[src/design/uwd_pkg.sv]
// uwd_pkg.sv: shared constants and types for the unsigned wide divider
// no dependencies
`default_nettype none

package uwd_pkg;

    // fixed field width of every operand and result on the ports
    localparam int UWD_DATA_W  = 64;
    // default operand width used inside the divider
    localparam int UWD_WIDTH   = 64;
    localparam int UWD_IN_W    = 2 * UWD_DATA_W;
    localparam int UWD_OUT_W   = 2 * UWD_DATA_W;

    // controls from the sequencer to the datapath
    typedef struct packed {
        logic load;
        logic step;
    } uwd_ctrl_t;

endpackage

`default_nettype wire

[src/design/uwd_datapath.sv]
// uwd_datapath.sv: partial remainder, quotient shifter and the shared subtract unit
// depends on uwd_pkg
`default_nettype none

module uwd_datapath
    import uwd_pkg::*;
#(
    parameter int WIDTH = UWD_WIDTH
)
(
    input  wire logic                  clk,
    input  wire uwd_ctrl_t             ctrl,
    input  wire logic [UWD_DATA_W-1:0] dividend,
    input  wire logic [UWD_DATA_W-1:0] divisor,
    output logic      [UWD_DATA_W-1:0] quotient,
    output logic      [UWD_DATA_W-1:0] remainder,
    output logic                       divide_by_zero
);

    logic [WIDTH-1:0] acc_reg;
    logic [WIDTH-1:0] acc_next;
    logic [WIDTH-1:0] quo_reg;
    logic [WIDTH-1:0] quo_next;
    logic [WIDTH-1:0] div_reg;
    logic             dz_reg;
    logic             dz_next;
    logic [WIDTH:0]   trial;
    logic [WIDTH:0]   diff;
    logic             fits;

    // one restoring step: shift the next dividend bit in, subtract if it fits
    assign trial = {acc_reg, quo_reg[WIDTH-1]};
    assign fits  = (trial >= {1'b0, div_reg});
    assign diff  = trial - {1'b0, div_reg};

    always_comb
    begin
        acc_next = acc_reg;
        quo_next = quo_reg;
        dz_next  = dz_reg;
        priority if (ctrl.load)
        begin
            acc_next = '0;
            quo_next = dividend[WIDTH-1:0];
            dz_next  = (divisor[WIDTH-1:0] == '0);
        end
        else if (ctrl.step)
        begin
            acc_next = fits ? diff[WIDTH-1:0] : trial[WIDTH-1:0];
            quo_next = {quo_reg[WIDTH-2:0], fits};
        end
        else
        begin
            acc_next = acc_reg;
            quo_next = quo_reg;
        end
    end

    always_ff @(posedge clk)
    begin
        acc_reg <= acc_next;
        quo_reg <= quo_next;
        dz_reg  <= dz_next;
        if (ctrl.load)
        begin
            div_reg <= divisor[WIDTH-1:0];
        end
    end

    // a zero divisor leaves the dividend as remainder; only the quotient needs forcing
    assign quotient       = dz_reg ? '0 : UWD_DATA_W'(quo_reg);
    assign remainder      = UWD_DATA_W'(acc_reg);
    assign divide_by_zero = dz_reg;

endmodule

`default_nettype wire

[src/design/unsigned_wide_divider_core.sv]
// unsigned_wide_divider_core.sv: top level of the unsigned restoring divider
// depends on uwd_pkg and uwd_datapath
//
// usage:
//   s_axis carries one operand pair per beat: tdata holds dividend in the low
//   64 bits and divisor in the high 64 bits. only the low WIDTH bits of each
//   operand are used.
//   m_axis returns one result per beat: tdata holds quotient in the low 64
//   bits and remainder in the high 64 bits, tuser holds divide_by_zero.
//   a zero divisor sets divide_by_zero, with quotient 0 and remainder equal to
//   the dividend.
//   the result comes from the shared shift-subtract unit, one quotient bit per
//   cycle after the input beat is accepted; the block handles one item at a
//   time and s_axis_tready is low from accept until the result beat is taken.
//   a stalled receiver holds the result on m_axis; no new input is taken then.
//   reset returns the block to idle with s_axis_tready high and no result.
`default_nettype none

module unsigned_wide_divider_core
    import uwd_pkg::*;
#(
    parameter int WIDTH = UWD_WIDTH
)
(
    input  wire logic                 clk,
    input  wire logic                 rst_n,
    input  wire logic                 s_axis_tvalid,
    output logic                      s_axis_tready,
    input  wire logic [UWD_IN_W-1:0]  s_axis_tdata,   // dividend, divisor
    output logic                      m_axis_tvalid,
    input  wire logic                 m_axis_tready,
    output logic      [UWD_OUT_W-1:0] m_axis_tdata,   // quotient, remainder
    output logic                      m_axis_tuser    // divide_by_zero
);

    localparam int CNT_W = $clog2(WIDTH + 1);

    typedef enum logic [2:0] {
        S_IDLE = 3'b001,
        S_RUN  = 3'b010,
        S_DONE = 3'b100
    } state_t;

    state_t           state_reg;
    state_t           state_next;
    logic [CNT_W-1:0] cnt_reg;
    logic [CNT_W-1:0] cnt_next;
    uwd_ctrl_t        ctrl;
    logic             in_beat;
    logic [UWD_DATA_W-1:0] quotient;
    logic [UWD_DATA_W-1:0] remainder;
    logic                  divide_by_zero;

    assign s_axis_tready = (state_reg == S_IDLE);
    assign m_axis_tvalid = (state_reg == S_DONE);
    assign in_beat       = s_axis_tvalid && s_axis_tready;

    assign ctrl.load = in_beat;
    assign ctrl.step = (state_reg == S_RUN);

    always_comb
    begin
        state_next = state_reg;
        cnt_next   = cnt_reg;
        unique case (state_reg)
            S_IDLE:
            begin
                if (in_beat)
                begin
                    state_next = S_RUN;
                    cnt_next   = CNT_W'(WIDTH);
                end
            end
            S_RUN:
            begin
                // counts quotient bits still to produce
                cnt_next = cnt_reg - 1'b1;
                if (cnt_reg == CNT_W'(1))
                begin
                    state_next = S_DONE;
                end
            end
            S_DONE:
            begin
                if (m_axis_tready)
                begin
                    state_next = S_IDLE;
                end
            end
            default:
            begin
                state_next = S_IDLE;
            end
        endcase
    end

    always_ff @(posedge clk or negedge rst_n)
    begin
        if (!rst_n)
        begin
            state_reg <= S_IDLE;
            cnt_reg   <= '0;
        end
        else
        begin
            state_reg <= state_next;
            cnt_reg   <= cnt_next;
        end
    end

    uwd_datapath #(
        .WIDTH (WIDTH)
    ) u_datapath (
        .clk            (clk),
        .ctrl           (ctrl),
        .dividend       (s_axis_tdata[UWD_DATA_W-1:0]),
        .divisor        (s_axis_tdata[UWD_IN_W-1:UWD_DATA_W]),
        .quotient       (quotient),
        .remainder      (remainder),
        .divide_by_zero (divide_by_zero)
    );

    assign m_axis_tdata = {remainder, quotient};
    assign m_axis_tuser = divide_by_zero;

endmodule

`default_nettype wire

[config.mk]
export PLATFORM = sky130hd
export DESIGN_NAME = unsigned_wide_divider_core
export DESIGN_NICKNAME = d
export VERILOG_FILES = /design/src/design/uwd_pkg.sv /design/src/design/uwd_datapath.sv /design/src/design/unsigned_wide_divider_core.sv
export SDC_FILE = /design/constraint.sdc
export NUM_CORES = 1
export LEC_CHECK = 0
export ABC_AREA = 1
export BUFFER_PORTS_ARGS = -buffer_cell sky130_fd_sc_hd__buf_4
export CAP_MARGIN = 20
export CORE_MARGIN = 4
export CORE_UTILIZATION = 35
export CTS_CLUSTER_DIAMETER = 100
export CTS_CLUSTER_SIZE = 8
export DETAILED_ROUTE_END_ITERATION = 7
export PLACE_DENSITY = 0.52
export SLEW_MARGIN = 20
export SYNTH_ARGS = -nofsm -noshare
export SYNTH_HDL_FRONTEND = slang
export SYNTH_HIERARCHICAL = 1
export SYNTH_SLANG_ARGS = --single-unit
[constraint.sdc]
create_clock -name clk -period 6.73 [get_ports clk]
set_input_delay 0 -clock clk [delete_from_list [all_inputs] [get_ports clk]]
set_output_delay 0 -clock clk [all_outputs]
set_load 0.1 [all_outputs]
==> results.cfg, run 1 <==
[outcome]
status = finished clean

[logic_synthesis]
synth_area_um2 = 15100
synthCells = 2302
synth_area_leader_cell = edfxtp_1
synth_async_sr_flop_share = 0.0493
syn_nets = 2501
synth_edf_count = 129
ys_warn_count = 6
synthTopCellsByArea = edfxtp_1, nand2_1, inv_1
yosysTopAreaCellShare = 0.256
ys_seq_area_frac = 0.358
synth_cell_types = 40
syn_avg_cell_area_um2 = 6.56
synth_ff_type = edfxtp_1
synth.ff_latch_count = 203

[place]
gp_congestion = 0.945
numPortBuffers = 262
hpwl_um = 42400
place_ws_ns = 2.58

[floorplan]
dieArea_um2 = 46600
fp-row-count = 75
start_util = 0.357
die_y_um = 216
core_area_um2 = 42300
die_x_um = 216
io_pins = 263

[global_route]
grt_use_total = 0.228
gr-total-overflow = 0
grt_pass1_vias = 15264
grt_max_degree = 197
grt_pass1_wl_um = 85100
antenna_found_initial = 0

[clock_tree]
htreeDepth = 1
cts_buffer_depth = 3
cts_buffers = 29
ctsRootBufferMaster = clkbuf_16
clock_sinks = 203
clk_pin_slew_worst_paths_ns = 0.05
cts_tree = yes
post-cts-setup-buffer-count = 0
insertion_delay_ns = 0.58

[critical_path]
ff2ff_setup_slack_ns = 2.70
worstRegToRegCells = 15
regToRegStartpoint = u_datapath/remainder[7]
crit_type = reg -> reg
crit_start = u_datapath/remainder[7]
cp_max_fo = 65
worstPathRequired_ns = 7.04
startpoint_type = register
arrival_ns = 4.34
worstSetupEndpointType = register

[detailed_routing]
drtPass1Iterations = 5
drt-wirelength-per-cell_um = 16.7
drt_wl_total_um = 54600
drc = 0
detailroute.via_count = 15318
drt_iter0_drc = 941
viasPerCell = 4.67
antenna_left = 0

[cells_and_area]
area_growth_pct = 30.3
drive_gt1_frac = 0.136
n_antenna_cell = 0
most-common-layout-cells = nand2_1, inv_1, buf_4, nor2_1, nand3_1
final_common_cell = nand2_1
nets = 2878

[timing]
clock.fmax_mhz = 248
maxSlewViolCount = 0
fin_crit_sh = 0.598
grt_setup_unrepaired = no
finalSetupTns_ns = 0
max_slew_margin = 0.337
fin_worst_skew_ns = 0.0202
setup_viol = 0
hold_viol_final = 0
fin_crit_ns = 4.03
layout_setup_ws_ns = 2.70
hold_ws_ns = 0.159
worst_pin_slew_ns = 0.995

[power]
p_per_area_nw_per_um2 = 306
p_total_w = 0.00603
p_leak_nw = 10.5
ir_drop_uv = 377

[hold_path]
holdPathStages = 2
hold_start = s_axis_tdata[110]
worstHoldPathType = in -> reg

[flow_run]
maxCapViolCount = 0
[layer usage]
layer / routed length [um] / track usage / up-vias
met1: 25100 / 0.309 / 6963
li1: - / - / 7831
met3: 3530 / 0.0447 / 79
met5: 0 / 0 / -
met2: 24200 / 0.373 / 445
met4: 1730 / 0.0631 / 0
[worst max-delay path: stages (launching register included)]
cell	delay (ns)
dfxtp_1	0.33
ha_1	0.37
nand2_2	0.14
inv_1	0.05
nand2_1	0.06
nand2_1	0.09
inv_2	0.06
nand3_2	0.18
nand2_2	0.11
nand2_2	0.10
nand2_2	0.13
nand2_2	0.11
nand2_4	0.61
nand2_2	0.61
buf_4	0.46
mux2_2	0.32
[path summary, 6_finish.rpt]
path / end
max in group asynchronous: state_reg[0]
worst min-delay path: u_datapath/div_reg[46]
worst min register to register: u_datapath/remainder[37]
min in group asynchronous: state_reg[1]
worst max register to register: u_datapath/quo_reg[0]
worst max-delay path: u_datapath/quo_reg[0]
[cells by family after synthesis]
kind of cell    after synthesis  synth area share
xor+xnor                     32            0.0186
buf+inv                     570             0.152
fa+ha+maj                    67            0.0560
flops                       203             0.358
simple gates               1263             0.358
compound gates              166            0.0574
mux                           1          0.000745
[metrics by stage]
stage                     area, um2  std cells  utilization
after global routing          19700       3277        0.465
after detailed placement      17500       3093        0.414
after floorplan               15100       2302            -
after global placement        17500       3093        0.414
after CTS                     19700       3277        0.465
final                         19700       3277        0.465
[cell usage after synthesis, types with 8 or more instances]
| cell type | n |
|---|---|
| a21oi_1 | 49 |
| o21ai_0 | 80 |
| nand3_2 | 12 |
| ha_1 | 66 |
| dfxtp_1 | 64 |
| nand3_1 | 148 |
| inv_1 | 497 |
| xnor2_1 | 28 |
| buf_6 | 17 |
| nand2_2 | 14 |
| edfxtp_1 | 129 |
| dfrtp_1 | 9 |
| nand2_1 | 802 |
| nor2_1 | 168 |
| nor2_2 | 11 |
| nor3_1 | 14 |
| inv_2 | 14 |
| nand3b_1 | 35 |
| nor4_1 | 21 |
| nand4_1 | 24 |
| o21bai_1 | 8 |
| o21ai_1 | 24 |
| clkbuf_1 | 28 |
[report_power, final]
group          switching, W  total, W  internal, W
logic               0.00216   0.00279     0.000625
registers          0.000103   0.00187      0.00177
clock network      0.000560   0.00137     0.000813
[cell type report]
type	instances	area, um2
multi-input cells	1529	7430
flip-flops and latches	203	5410
well taps	577	722
clock buffers	50	815
fillers	4432	22600
inverters	515	1930
clock inverters	2	25.0
repair buffers	401	3350
[what timing repair did]
item | CTS | global route
resized for setup | 0 | 0
setup endpoints to repair | 0 | 0
hold buffers | 132 | 0
hold endpoints to repair | 141 | 0
No activity file was read; power rests on OpenSTA's default activity.
==> inputs of run 2 (changes only) <==
==> constraint.sdc (replaced) <==
create_clock -name clk -period 4.2 [get_ports clk]
set_input_delay 0 -clock clk [delete_from_list [all_inputs] [get_ports clk]]
set_output_delay 0 -clock clk [all_outputs]
set_load 0.1 [all_outputs]
==> run 2 against run 1 <==
Non-clock buffer count is 2 higher. Sequential power is 61% higher. Cell count is 0.12% higher. Clock power is 61% higher. Count of clock-buffer cells in the layout is 2 higher. Hold slack better by 0.0025 ns. Largest power group unchanged. Highest routed layer unchanged.
==> results.cfg, run 2 (same netlist as run 1, synthesis figures left out) <==
[global_route]
grt_max_degree = 197
grt_use_total = 0.232
gr-total-overflow = 0
antenna_found_initial = 0
grt_pass1_vias = 15223
grt_pass1_wl_um = 86000

[critical_path]
crit_top_cell = nand2_2
slowest_delay_ns = 0.63
crit_start = u_datapath/div_reg[8]
crit_chain = inv_1 -> ha_1 -> nand2_2 -> inv_1 -> nand2_1 -> nand2_1 -> inv_2 -> nand3_2 -> nand2_2 -> nand2_2 -> nand2_2 -> nand2_2 -> nand2_2 -> buf_4 -> nand3_1 -> nand3_1 -> o21ai_1
ff2ff_setup_slack_ns = 1.05
crit_type = reg -> reg
regToRegStartpoint = u_datapath/div_reg[8]
worstPathRequired_ns = 4.64
arrival_ns = 3.59
r2r_end = u_datapath/remainder[15]
critical_path.slowest_cell = buf_4
worst-path-stages = 17
cp_max_fo = 64
crit_end = u_datapath/remainder[15]
path_buf_inv = 4
crit_family = simple AND/OR/NAND/NOR gates
startpoint_type = register
worstSetupEndpointType = register
worstRegToRegCells = 17

[flow_run]
maxCapViolCount = 0

[hold_path]
hold_start = s_axis_tdata[120]
worstHoldPathType = in -> reg

[timing]
finalSetupTns_ns = 0
hold_ws_ns = 0.162
worst_pin_slew_ns = 0.915
layout_setup_ws_ns = 1.05
fin_crit_ns = 3.15
clock.fmax_mhz = 318
fin_worst_skew_ns = 0.0118
maxSlewViolCount = 0
setup_viol = 0
grt_setup_unrepaired = no
max_slew_margin = 0.390
hold_viol_final = 0
fin_crit_sh = 0.750

[place]
numPortBuffers = 262
dpl.cell_count = 3095
place_area_um2 = 17500
place_ws_ns = 1.06
hpwl_um = 43000
gp_congestion = 0.956

[clock_tree]
ctsRootBufferMaster = clkbuf_16
clk_pin_slew_worst_paths_ns = 0.06
cts_tree = yes
cts_resized = 0
clock_sinks = 203
htreeDepth = 1
cts_buffer_depth = 3
insertion_delay_ns = 0.57
cts_buffers = 29

[detailed_routing]
routedLengthMet1_um = 25300
drtPass1Iterations = 5
antenna_left = 0
drt_iter0_drc = 980
detailroute.via_count = 15242
drc = 0
wl_met2_um = 24800
viasPerCell = 4.65
drt_wl_total_um = 55300
drt-wirelength-per-cell_um = 16.8
dr_wl_met3_um = 3570
highest_layer = met4

[power]
p_leak_nw = 10.5
p_per_area_nw_per_um2 = 490
ir_drop_uv = 616

[cells_and_area]
nets = 2880
n_fill_cell = 4460
drive_gt1_frac = 0.136
final_area_um2 = 19700
area_growth_pct = 30.5
instances_no_fill = 3281
most-common-layout-cells = nand2_1, inv_1, buf_4, nor2_1, nand3_1
n_antenna_cell = 0
final_common_cell = nand2_1

[floorplan]
io_pins = 263
dieArea_um2 = 46600
die_y_um = 216
start_util = 0.357
die_x_um = 216
fp-row-count = 75
core_area_um2 = 42300

[outcome]
status = finished clean
run 2: worst reg2reg max path, cell delays in order (launching register included):
cell      delay (ns)
edfxtp_1        0.37
inv_1           0.08
ha_1            0.28
nand2_2         0.14
inv_1           0.05
nand2_1         0.06
nand2_1         0.07
inv_2           0.06
nand3_2         0.17
nand2_2         0.11
nand2_2         0.11
nand2_2         0.11
nand2_2         0.09
nand2_2         0.08
buf_4           0.63
nand3_1         0.34
nand3_1         0.20
o21ai_1         0.09
run 2: per-layer routing:
layer,GRT usage,vias to the layer above
met5,0,-
met4,0.0623,0
met3,0.0488,75
met2,0.380,446
li1,-,7815
met1,0.311,6906
run 2: per-stage QoR:
step	util	total power [W]
after global routing	0.466	0.0102
final	0.466	0.00965
after detailed placement	0.415	0.00741
after CTS	0.466	0.00977
after global placement	0.415	0.00740
after floorplan	-	0.00630
run 2: report_power, final:
group / switching [W] / internal [W]
Clock: 0.000905 / 0.00130
Combinational: 0.00343 / 0.00101
Sequential: 0.000176 / 0.00284
Total: 0.00451 / 0.00514
run 2: how the worst min path moves through the flow:
stage                                  end  cells after the start
floorplan                       cnt_reg[0]                      0
global placement                cnt_reg[1]                      1
detailed placement              cnt_reg[1]                      1
CTS                  u_datapath/div_reg[1]                      2
global route         u_datapath/div_reg[3]                      2
finish              u_datapath/div_reg[56]                      2
run 2: layout make-up:
class	count	area [um2]	area share
Sequential cell	203	5410	0.274
Clock buffer	52	812	0.0412
Inverter	515	1930	0.0982
Tap cell	577	722	0.0366
Clock inverter	2	26.3	0.00133
Multi-Input combinational cell	1529	7430	0.377
Timing Repair Buffer	403	3380	0.172
run 2: repair_timing:
| item | 4_1_cts | 5_1_grt |
|---|---|---|
| endpoints found under the hold margin | 141 | 0 |
| buffers inserted | 0 | 0 |
| hold buffers | 132 | 0 |
==> inputs of run 3 (changes only) <==
==> constraint.sdc (replaced) <==
create_clock -name clk -period 3.1 [get_ports clk]
set_input_delay 0 -clock clk [delete_from_list [all_inputs] [get_ports clk]]
set_output_delay 0 -clock clk [all_outputs]
set_load 0.1 [all_outputs]
==> run 3 against run 2 <==
Count of clock-buffer cells in the layout fell by 1. Total power rose by 37%. Core utilization rose by 0.36 points. Critical path depth rose by 3. Sequential power rose by 35%. Die area did not move. Via count rose by 1.0%. Final area rose by 0.78%. Sequential share of layout area fell by 0.21 points. Flip-flop and latch count did not move. Highest routed layer unchanged.
==> results.cfg, run 3 (same netlist as run 1, synthesis figures left out) <==
[place]
place_ws_ns = 0.200
numPortBuffers = 262
hpwl_um = 44700
gp_congestion = 0.981
place_area_um2 = 17700

[clock_tree]
post-cts-setup-buffer-count = 0
insertion_delay_ns = 0.58
clock_sinks = 203
cts_buffers = 29
htreeDepth = 1
clk_pin_slew_worst_paths_ns = 0.06
cts_buffer_depth = 3
ctsRootBufferMaster = clkbuf_16
cts_tree = yes

[critical_path]
path_buf_inv = 6
worstSetupEndpointType = register
crit_top_cell = nand2_2
slowest_delay_ns = 0.37
worstPathRequired_ns = 3.58
crit_type = reg -> reg
startpoint_type = register
crit_start = u_datapath/div_reg[8]
r2r_end = u_datapath/remainder[50]
ff2ff_setup_slack_ns = 0.30
crit_chain = inv_1 -> ha_1 -> nand2_2 -> inv_1 -> nand2_1 -> nand2_1 -> inv_2 -> nand3_2 -> nand2_2 -> nand2_2 -> nand2_2 -> nand2_2 -> nand2_2 -> buf_6 -> buf_4 -> nand3_1 -> nand2_1 -> inv_1 -> nand2_1 -> nand2_1
crit_end = u_datapath/remainder[50]
critical_path.slowest_cell = edfxtp_1
crit_family = simple AND/OR/NAND/NOR gates
worstRegToRegCells = 20
regToRegStartpoint = u_datapath/div_reg[8]
cp_max_fo = 33
arrival_ns = 3.28
worst-path-stages = 20

[timing]
fin_worst_skew_ns = 0.0171
clock.fmax_mhz = 357
fin_crit_sh = 0.904
fin_crit_ns = 2.80
worst_pin_slew_ns = 0.823
layout_setup_ws_ns = 0.296
setup_viol = 0
max_slew_margin = 0.446
grt_setup_unrepaired = no
maxSlewViolCount = 0
finalSetupTns_ns = 0
hold_viol_final = 0

[global_route]
grt_pass1_wl_um = 87800
antenna_found_initial = 0
grt_max_degree = 119
grt_use_total = 0.237
gr-total-overflow = 0
grt_pass1_vias = 15372

[cells_and_area]
final_area_um2 = 19900
nets = 2894
area_growth_pct = 31.5
n_antenna_cell = 0
n_fill_cell = 4435
most-common-layout-cells = nand2_1, inv_1, buf_4, nor2_1, nand3_1
drive_gt1_frac = 0.141
post-route-util = 0.469
final_common_cell = nand2_1

[detailed_routing]
detailroute.via_count = 15401
drt_iter0_drc = 907
viasPerCell = 4.68
drtPass1Iterations = 5
drt_wl_total_um = 56800
drt-wirelength-per-cell_um = 17.2
drc = 0
antenna_left = 0

[power]
ir_drop_uv = 852
p_leak_nw = 10.6
p_per_area_nw_per_um2 = 666

[floorplan]
die_y_um = 216
die_x_um = 216
io_pins = 263
fp-row-count = 75
core_area_um2 = 42300
start_util = 0.357
dieArea_um2 = 46600

[flow_run]
maxCapViolCount = 0

[outcome]
status = finished clean

[hold_path]
worstHoldPathType = in -> reg
==> run 3: cell types whose count changed in the layout (fill, tap and decap cells not counted) <==
cell / change
clkinv_2: +1
buf_12: +4
buf_4: +9
clkbuf_1: -1
buf_6: +1
inv_4: -1
==> run 3: tightest hold or removal path, cell delays in order <==
cell and delay [ns]:
buf_4 0.11, inv_2 0.07, nor2_4 0.05, buf_12 0.18
inv_2 0.10, o21ai_1 0.06
==> run 3: area by class of cell <==
cell class	count	area, um2	area share
clock buffer	51	808	0.0407
tap	577	722	0.0363
sequential	203	5410	0.272
timing repair buffer	417	3540	0.178
multi-input combinational	1529	7430	0.374
clock inverter	2	25.0	0.00126
inverter	515	1930	0.0974
==> run 3: where the power goes <==
part / internal (W) / switching, W
logic: 0.00144 / 0.00475
clock network: 0.00175 / 0.00123
registers: 0.00383 / 0.000219
total: 0.00702 / 0.00620
==> run 3: metrics by stage <==
| step | total power, W | hold slack [ns] | cells |
|---|---|---|---|
| final | 0.0132 | 0.0690 | 3294 |
| after global routing | 0.0140 | 0.111 | 3294 |
| after CTS | 0.0134 | 0.0894 | 3294 |
| after detailed placement | 0.0102 | -0.159 | 3109 |
| after global placement | 0.0101 | -0.158 | 3109 |
| after floorplan | 0.00853 | -0.296 | 2302 |
==> run 3: timing repair <==
action | in CTS | in global routing
gates resized for setup | 0 | 1
hold buffers | 132 | 0
endpoints found under the setup margin | 0 | 2
hold endpoints to repair | 141 | 0
==> run 3: how the worst min path moves through the flow <==
stage / end / cells past startpoint / start / slack (ns)
floorplan: cnt_reg[0] / 0 / rst_n / -0.30
global placement: cnt_reg[1] / 1 / rst_n / -0.16
detailed placement: cnt_reg[6] / 1 / rst_n / -0.16
CTS: state_reg[1] / 6 / s_axis_tvalid / 0.09
global route: u_datapath/div_reg[16] / 4 / s_axis_tvalid / 0.11
finish: state_reg[1] / 6 / s_axis_tvalid / 0.07
==> run 3: layer usage <==
| layer | share of wire | track usage | wire length (um) |
|---|---|---|---|
| met3 | 0.068 | 0.0433 | 3840 |
| met1 | 0.46 | 0.326 | 26200 |
| met2 | 0.45 | 0.389 | 25400 |
| met5 | 0 | 0 | 0 |
| met4 | 0.025 | 0.0548 | 1400 |
